`config.mk`:
```
export PLATFORM = sky130hd
export DESIGN_NAME = mhpq_ctrl_flat
export DESIGN_NICKNAME = d
export VERILOG_FILES = /design/src/rtl/mhpq_pkg.sv /design/src/rtl/mhpq_if.sv /design/src/rtl/mhpq_ctrl.sv /design/src/flat_wrapper.sv
export SDC_FILE = /design/constraint.sdc
export NUM_CORES = 1
export LEC_CHECK = 0
export BUFFER_PORTS_ARGS = -buffer_cell sky130_fd_sc_hd__buf_2
export CAP_MARGIN = 40
export CORE_MARGIN = 2
export CORE_UTILIZATION = 56
export CTS_CLUSTER_SIZE = 12
export DETAILED_ROUTE_END_ITERATION = 8
export PLACE_DENSITY = 0.82
export SLEW_MARGIN = 10
export SYNTH_ARGS = -nofsm -noshare
export SYNTH_HDL_FRONTEND = slang
export SYNTH_SLANG_ARGS = --single-unit
```
`constraint.sdc`:
```
create_clock -name clk_i -period 8.8 [get_ports clk_i]
set_input_delay 1.76 -clock clk_i [delete_from_list [all_inputs] [get_ports clk_i]]
set_output_delay 1.76 -clock clk_i [all_outputs]
set_load 0.005 [all_outputs]
```
`src/rtl/mhpq_pkg.sv`:
```
// ----------------------------------------------------------------------------
// mhpq_pkg
// Shared sizes, types and codes of the max-heap priority queue.
// ----------------------------------------------------------------------------
package mhpq_pkg;

  localparam int CAPACITY = 1024;
  localparam int VAL_W    = 31;
  localparam int ADDR_W   = $clog2(CAPACITY);
  localparam int POS_W    = $clog2(CAPACITY + 1);

  typedef logic [VAL_W-1:0]  val_t;
  typedef logic [ADDR_W-1:0] addr_t;
  typedef logic [POS_W-1:0]  pos_t;

  typedef enum logic {
    CMD_INSERT = 1'b0,
    CMD_REMOVE = 1'b1
  } cmd_e;

  typedef enum logic [1:0] {
    ST_OK    = 2'd0,
    ST_EMPTY = 2'd1,
    ST_FULL  = 2'd2
  } status_e;

  typedef struct packed {
    val_t    result_value;
    status_e status;
  } result_t;

  // one-based heap position to memory index
  function automatic addr_t pos2idx(pos_t p);
    pos_t d;
    d = p - pos_t'(1);
    return d[ADDR_W-1:0];
  endfunction

endpackage

```
`src/rtl/mhpq_if.sv`:
```
// ----------------------------------------------------------------------------
// mhpq_if
// Valid/ready channels of the max-heap priority queue.
// ----------------------------------------------------------------------------
interface mhpq_in_if;
  import mhpq_pkg::*;

  logic valid;
  logic ready;
  logic command;
  val_t value;

  modport source (output valid, output command, output value, input ready);
  modport sink   (input valid, input command, input value, output ready);
endinterface


```
`src/rtl/mhpq_ctrl.sv`:
```
// ----------------------------------------------------------------------------
// mhpq_ctrl
// Heap sequencer: entry count, sift-up and sift-down over the heap RAM.
// ----------------------------------------------------------------------------
module mhpq_ctrl (
  input  logic              clk_i,
  input  logic              rst_ni,
  mhpq_in_if.sink           in_i,
  output logic              res_valid_o,
  output mhpq_pkg::result_t res_o,
  input  logic              res_free_i,
  output logic              we_o,
  output mhpq_pkg::addr_t   waddr_o,
  output mhpq_pkg::val_t    wdata_o,
  output mhpq_pkg::addr_t   raddr0_o,
  output mhpq_pkg::addr_t   raddr1_o,
  input  mhpq_pkg::val_t    rdata0_i,
  input  mhpq_pkg::val_t    rdata1_i
);
  import mhpq_pkg::*;

  typedef enum logic [2:0] {
    S_IDLE,
    S_ROOT,
    S_UP,
    S_DOWN,
    S_EMIT
  } state_e;

  state_e    state_q, state_d;
  pos_t      count_q, count_d;
  pos_t      pos_q, pos_d;
  val_t      val_q, val_d;
  result_t   res_q, res_d;

  pos_t          count_inc;
  logic [POS_W:0] left_pos;
  logic          right_ok;
  logic          take_right;
  val_t          child_val;
  pos_t          child_pos;
  logic [POS_W:0] grand_pos;

  assign count_inc  = count_q + pos_t'(1);
  assign left_pos   = {pos_q, 1'b0};
  assign right_ok   = left_pos < {1'b0, count_q};
  assign take_right = right_ok && (rdata0_i < rdata1_i);
  assign child_val  = take_right ? rdata1_i : rdata0_i;
  assign child_pos  = take_right ? (left_pos[POS_W-1:0] + pos_t'(1)) : left_pos[POS_W-1:0];
  assign grand_pos  = {child_pos, 1'b0};

  assign in_i.ready  = (state_q == S_IDLE);
  assign res_valid_o = (state_q == S_EMIT);
  assign res_o       = res_q;

  always_comb begin
    state_d  = state_q;
    count_d  = count_q;
    pos_d    = pos_q;
    val_d    = val_q;
    res_d    = res_q;
    we_o     = 1'b0;
    waddr_o  = pos2idx(pos_q);
    wdata_o  = val_q;
    raddr0_o = '0;
    raddr1_o = '0;

    case (state_q)
      S_IDLE: begin
        if (in_i.valid) begin
          if (in_i.command == CMD_INSERT) begin
            if (count_q == pos_t'(CAPACITY)) begin
              res_d   = '{result_value: '0, status: ST_FULL};
              state_d = S_EMIT;
            end else begin
              res_d   = '{result_value: '0, status: ST_OK};
              count_d = count_inc;
              pos_d   = count_inc;
              val_d   = in_i.value;
              if (count_q == '0) begin
                we_o    = 1'b1;
                waddr_o = '0;
                wdata_o = in_i.value;
                state_d = S_EMIT;
              end else begin
                raddr0_o = pos2idx(count_inc >> 1);
                state_d  = S_UP;
              end
            end
          end else begin
            if (count_q == '0) begin
              res_d   = '{result_value: '0, status: ST_EMPTY};
              state_d = S_EMIT;
            end else begin
              count_d  = count_q - pos_t'(1);
              raddr0_o = '0;
              raddr1_o = pos2idx(count_q);
              state_d  = S_ROOT;
            end
          end
        end
      end
      S_ROOT: begin
        res_d = '{result_value: rdata0_i, status: ST_OK};
        val_d = rdata1_i;
        pos_d = pos_t'(1);
        if (count_q == '0) begin
          state_d = S_EMIT;
        end else begin
          raddr0_o = pos2idx(pos_t'(2));
          raddr1_o = pos2idx(pos_t'(3));
          state_d  = S_DOWN;
        end
      end
      S_UP: begin
        we_o = 1'b1;
        if (pos_q == pos_t'(1) || val_q <= rdata0_i) begin
          state_d = S_EMIT;
        end else begin
          wdata_o  = rdata0_i;
          pos_d    = pos_q >> 1;
          raddr0_o = pos2idx(pos_q >> 2);
        end
      end
      S_DOWN: begin
        we_o = 1'b1;
        if (left_pos > {1'b0, count_q} || child_val <= val_q) begin
          state_d = S_EMIT;
        end else begin
          wdata_o  = child_val;
          pos_d    = child_pos;
          raddr0_o = addr_t'(grand_pos - 1'b1);
          raddr1_o = addr_t'(grand_pos);
        end
      end
      S_EMIT: begin
        if (res_free_i) begin
          state_d = S_IDLE;
        end
      end
      default: begin
        state_d = S_IDLE;
      end
    endcase
  end

  always_ff @(posedge clk_i or negedge rst_ni) begin
    if (!rst_ni) begin
      state_q <= S_IDLE;
      count_q <= '0;
    end else begin
      state_q <= state_d;
      count_q <= count_d;
    end
  end

  always_ff @(posedge clk_i) begin
    pos_q <= pos_d;
    val_q <= val_d;
    res_q <= res_d;
  end

endmodule

```
`src/flat_wrapper.sv`:
```
// flat-port wrapper written by rule: the top's interface ports become plain ports
module mhpq_ctrl_flat import mhpq_pkg::*;
  (clk_i, rst_ni, res_valid_o, res_o, res_free_i, we_o, waddr_o, wdata_o, raddr0_o, raddr1_o, rdata0_i, rdata1_i, in_i_valid, in_i_command, in_i_value, in_i_ready);
  mhpq_in_if in_i_i ();
  input  logic clk_i;
  input  logic rst_ni;
  output logic res_valid_o;
  output mhpq_pkg::result_t res_o;
  input  logic res_free_i;
  output logic we_o;
  output mhpq_pkg::addr_t waddr_o;
  output mhpq_pkg::val_t wdata_o;
  output mhpq_pkg::addr_t raddr0_o;
  output mhpq_pkg::addr_t raddr1_o;
  input  mhpq_pkg::val_t rdata0_i;
  input  mhpq_pkg::val_t rdata1_i;
  input wire logic [$bits(in_i_i.valid)-1:0] in_i_valid;
  input wire logic [$bits(in_i_i.command)-1:0] in_i_command;
  input wire logic [$bits(in_i_i.value)-1:0] in_i_value;
  output wire logic [$bits(in_i_i.ready)-1:0] in_i_ready;
  assign in_i_i.valid = in_i_valid;
  assign in_i_i.command = in_i_command;
  assign in_i_i.value = in_i_value;
  assign in_i_ready = in_i_i.ready;
  mhpq_ctrl u_core (.clk_i(clk_i), .rst_ni(rst_ni), .in_i(in_i_i), .res_valid_o(res_valid_o), .res_o(res_o), .res_free_i(res_free_i), .we_o(we_o), .waddr_o(waddr_o), .wdata_o(wdata_o), .raddr0_o(raddr0_o), .raddr1_o(raddr1_o), .rdata0_i(rdata0_i), .rdata1_i(rdata1_i));
endmodule
```
==> flow_metrics.env <==
export IMPL_hpwl_mm=19.58
export IMPL_grt_max_degree=68
export IMPL_setup_ws_ps=449.9
export IMPL_portBuffers=194
export IMPL_crit_fanout=15
export IMPL_cts_buffers=9
export IMPL_routedWlPerCell_um=18.91
export IMPL_synthesis_nets=1219
export IMPL_finalHoldViolCount=0
export IMPL_netlist_area_leader_share_pct=25.66
export IMPL_drv_slew=0
export IMPL_synth_edf_count=75
export IMPL_ys_seq_elements=89
export IMPL_finalWirelength_mm=26.36
export IMPL_power_per_cell_area_mw_per_mm2=319.7
export IMPL_fin_crit_sh_pct=94.89
export IMPL_final_net_count=1385
export IMPL_clk_path_buf_depth=2
export IMPL_die_area_mm2=0.01669
export IMPL_cts_tree="done"
export IMPL_ys_types=57
export IMPL_ys_warn_count=0
export IMPL_tightest_slew_ps=836.0
export IMPL_cp_start_kind="input port"
export IMPL_drc_errors=0
export IMPL_area_growth_pct=17.32
export IMPL_clock_sinks=89
export IMPL_synthTopCellsByCount="inv_1, ha_1, nand2_1"
export IMPL_fmax_ghz=0.1198
export IMPL_hp_class="reg -> reg"
export IMPL_nFillCells=1259
export IMPL_grt_pass1_wl_mm=41.81
export IMPL_finClkSkew_ps=10.54
export IMPL_worstSetupPathType="in -> out"
export IMPL_ff2ff_path_depth=19
export IMPL_setup_violations=0
export IMPL_synthArstFlopShare_pct=15.73
export IMPL_multiInputGateArea_mm2=0.005588
export IMPL_ys_seq_area_share_pct=29.65
export IMPL_gp_congestion=1.000
export IMPL_syn_area_per_cell_um2=8.683
export IMPL_grt_pass1_vias=8225
export IMPL_leakage_nw=4.647
export IMPL_cp_end_kind="output port"
export IMPL_min_path_cells=1
export IMPL_syn_inst=1011
export IMPL_dr_total_vias=8586
export IMPL_cts_hold_buf=0
export IMPL_h_tree_depth=3
export IMPL_clkSlewWorstSetupHoldPaths_ps=60
export IMPL_start_util_pct=57.53
export IMPL_timing_rr_start="u_core.count_q[3]"
export IMPL_die_h_um=129.2
export IMPL_ir_drop_mv=0.2106
export IMPL_io_pins=195
export IMPL_cp_required_ps=7040
export IMPL_pre_cts_ws_ps=151.4
export IMPL_antenna_found_initial=1
export IMPL_drv_cap=0
export IMPL_worstHoldStart="u_core.count_q[5]"
export IMPL_post_drt_via_cell_ratio=6.159
export IMPL_yosysMostFrequentCell="inv_1"
export IMPL_core_mm2=0.01526
export IMPL_grt_usage_pct=31.69
export IMPL_clkLatencyLatePin_ps=360
export IMPL_period_needed_ps=8350
export IMPL_first_pass_iters=5
export IMPL_drtIter0Drc=989
export IMPL_ant_nets=0
export IMPL_whs_endpoint="u_core.count_q[5]"
export IMPL_netlist_top_cells_area="edfxtp_1, ha_1, inv_1"
export IMPL_grt_overflow=0
export IMPL_cp_arrival_ps=6590
export IMPL_status="complete, no violations"
export IMPL_yosysTopAreaCell="edfxtp_1"
export IMPL_ys_flop_type="edfxtp_1"
export IMPL_rows=45
export IMPL_clock_root_buffer="clkbuf_16"
export IMPL_synth_cell_area_mm2=0.008778
export IMPL_r2r_end="u_core.pos_q[4]"
export IMPL_tns_ps=0
export IMPL_die_w_um=129.2
export IMPL_seq_area_mm2=0.002603
export IMPL_r2r_slack_ps=3670
export IMPL_layout_drive_gt1_share_pct=22.76
export IMPL_rsz0062_at_grt="no"
export IMPL_slew_headroom_pct=44.06
per-stage QoR:
step / utilization (%) / instances / total power [mW] / hold WS [ps] / area [µm²]
after detailed placement: 65.35 / 1377 / 2.814 / 628.5 / 9971
after floorplan: - / 1011 / 2.146 / 571.4 / 8778
final: 67.49 / 1394 / 3.293 / 643.9 / 10300
after global routing: 67.49 / 1394 / 3.541 / 690.4 / 10300
after CTS: 67.38 / 1393 / 3.258 / 642.8 / 10280
after global placement: 65.07 / 1373 / 2.765 / 620.7 / 9928
state kept, by name, indices dropped and copies added, names as in the netlist:
register and cells:
u_core.val_q 31, u_core.state_q 3, u_core.pos_q 11, u_core.res_o 33
u_core.count_q 11
repair_timing:
action | 4_1_cts | 5_1_grt
resized for setup | 0 | 4
buffers inserted | 0 | 0
endpoints found under the setup margin | 0 | 15
endpoints found under the hold margin | 0 | 0
layout by cell type, fill, tap and decap left out, drive strengths merged, types with 4 or more instances in the layout:
cell type,Yosys,routed
a31oi,4,4
ha,110,110
xor2,15,15
buf,12,211
a21oi,57,57
o21ai,73,73
dfrtp,14,14
inv,111,112
nand4,16,16
nand3,18,18
nor3,18,18
nand2,96,96
a22oi,35,35
a221o,17,17
and3,6,6
o221ai,5,5
clkbuf,44,10
nor2,46,46
nor3b,5,5
mux2,31,31
nor4,5,5
mux2i,28,28
xnor2,41,41
and2,35,35
edfxtp,75,75
nand2b,8,8
or3,5,5
o22ai,16,16
a21o,4,4
nor2b,6,6
a211oi,7,7
o2111ai,14,14
cell type report:
cell class	count	share of cell area, %
clock buffers	10	2.223
diodes	1	0.02430
repair buffers	211	10.82
inverters	111	4.046
well taps	211	2.563
multi-input cells	755	54.26
flip-flops and latches	89	25.27
clock inverters	6	0.7897
where the power goes:
group	switching [mW]	internal [mW]
combinational	1.13	0.836
clock	0.174	0.248
sequential	0.201	0.702
total	1.51	1.79
worst max-delay path: stages:
cell       delay (ps)
buf_2             100
inv_1              40
ha_1              310
a21oi_1           160
o21ai_0           160
a2111oi_0         430
nand4_1           230
a21oi_4           340
buf_4             270
mux2i_1           280
ha_1              290
a21oi_1           190
o21ai_0           130
a221oi_1          310
nor2_1             70
nor3_1            290
nor3_1            160
or3_4             530
o221ai_1          340
buf_2             180
per-layer routing:
layer  GRT usage, %  vias up  routed length (µm)
met4          12.79        0                 896
met1          42.28     4032               10850
met2          51.52      469               12310
met5              0        -                   0
met3          5.202       69                2294
li1               -     4016                   -
how the worst max path moves through the flow:
stage | from | endpoint | slack (ps) | depth (start not counted)
floorplan | rdata1_i[28] | wdata_o[10] | 1080 | 19
global placement | rdata0_i[22] | wdata_o[0] | 300 | 19
detailed placement | rdata1_i[22] | wdata_o[0] | 150 | 20
CTS | rdata1_i[22] | wdata_o[0] | 150 | 20
global route | rdata1_i[22] | wdata_o[0] | 80 | 20
finish | rdata1_i[22] | wdata_o[0] | 450 | 20
cell families after synthesis:
kind of cell	share of synthesized area (%)
fa+ha+maj	15.68
compound gates	18.93
buf+inv	7.483
simple gates	15.51
xor+xnor	5.587
flops	29.65
mux	7.169
Note: power is estimated with default switching activity, not from simulation.
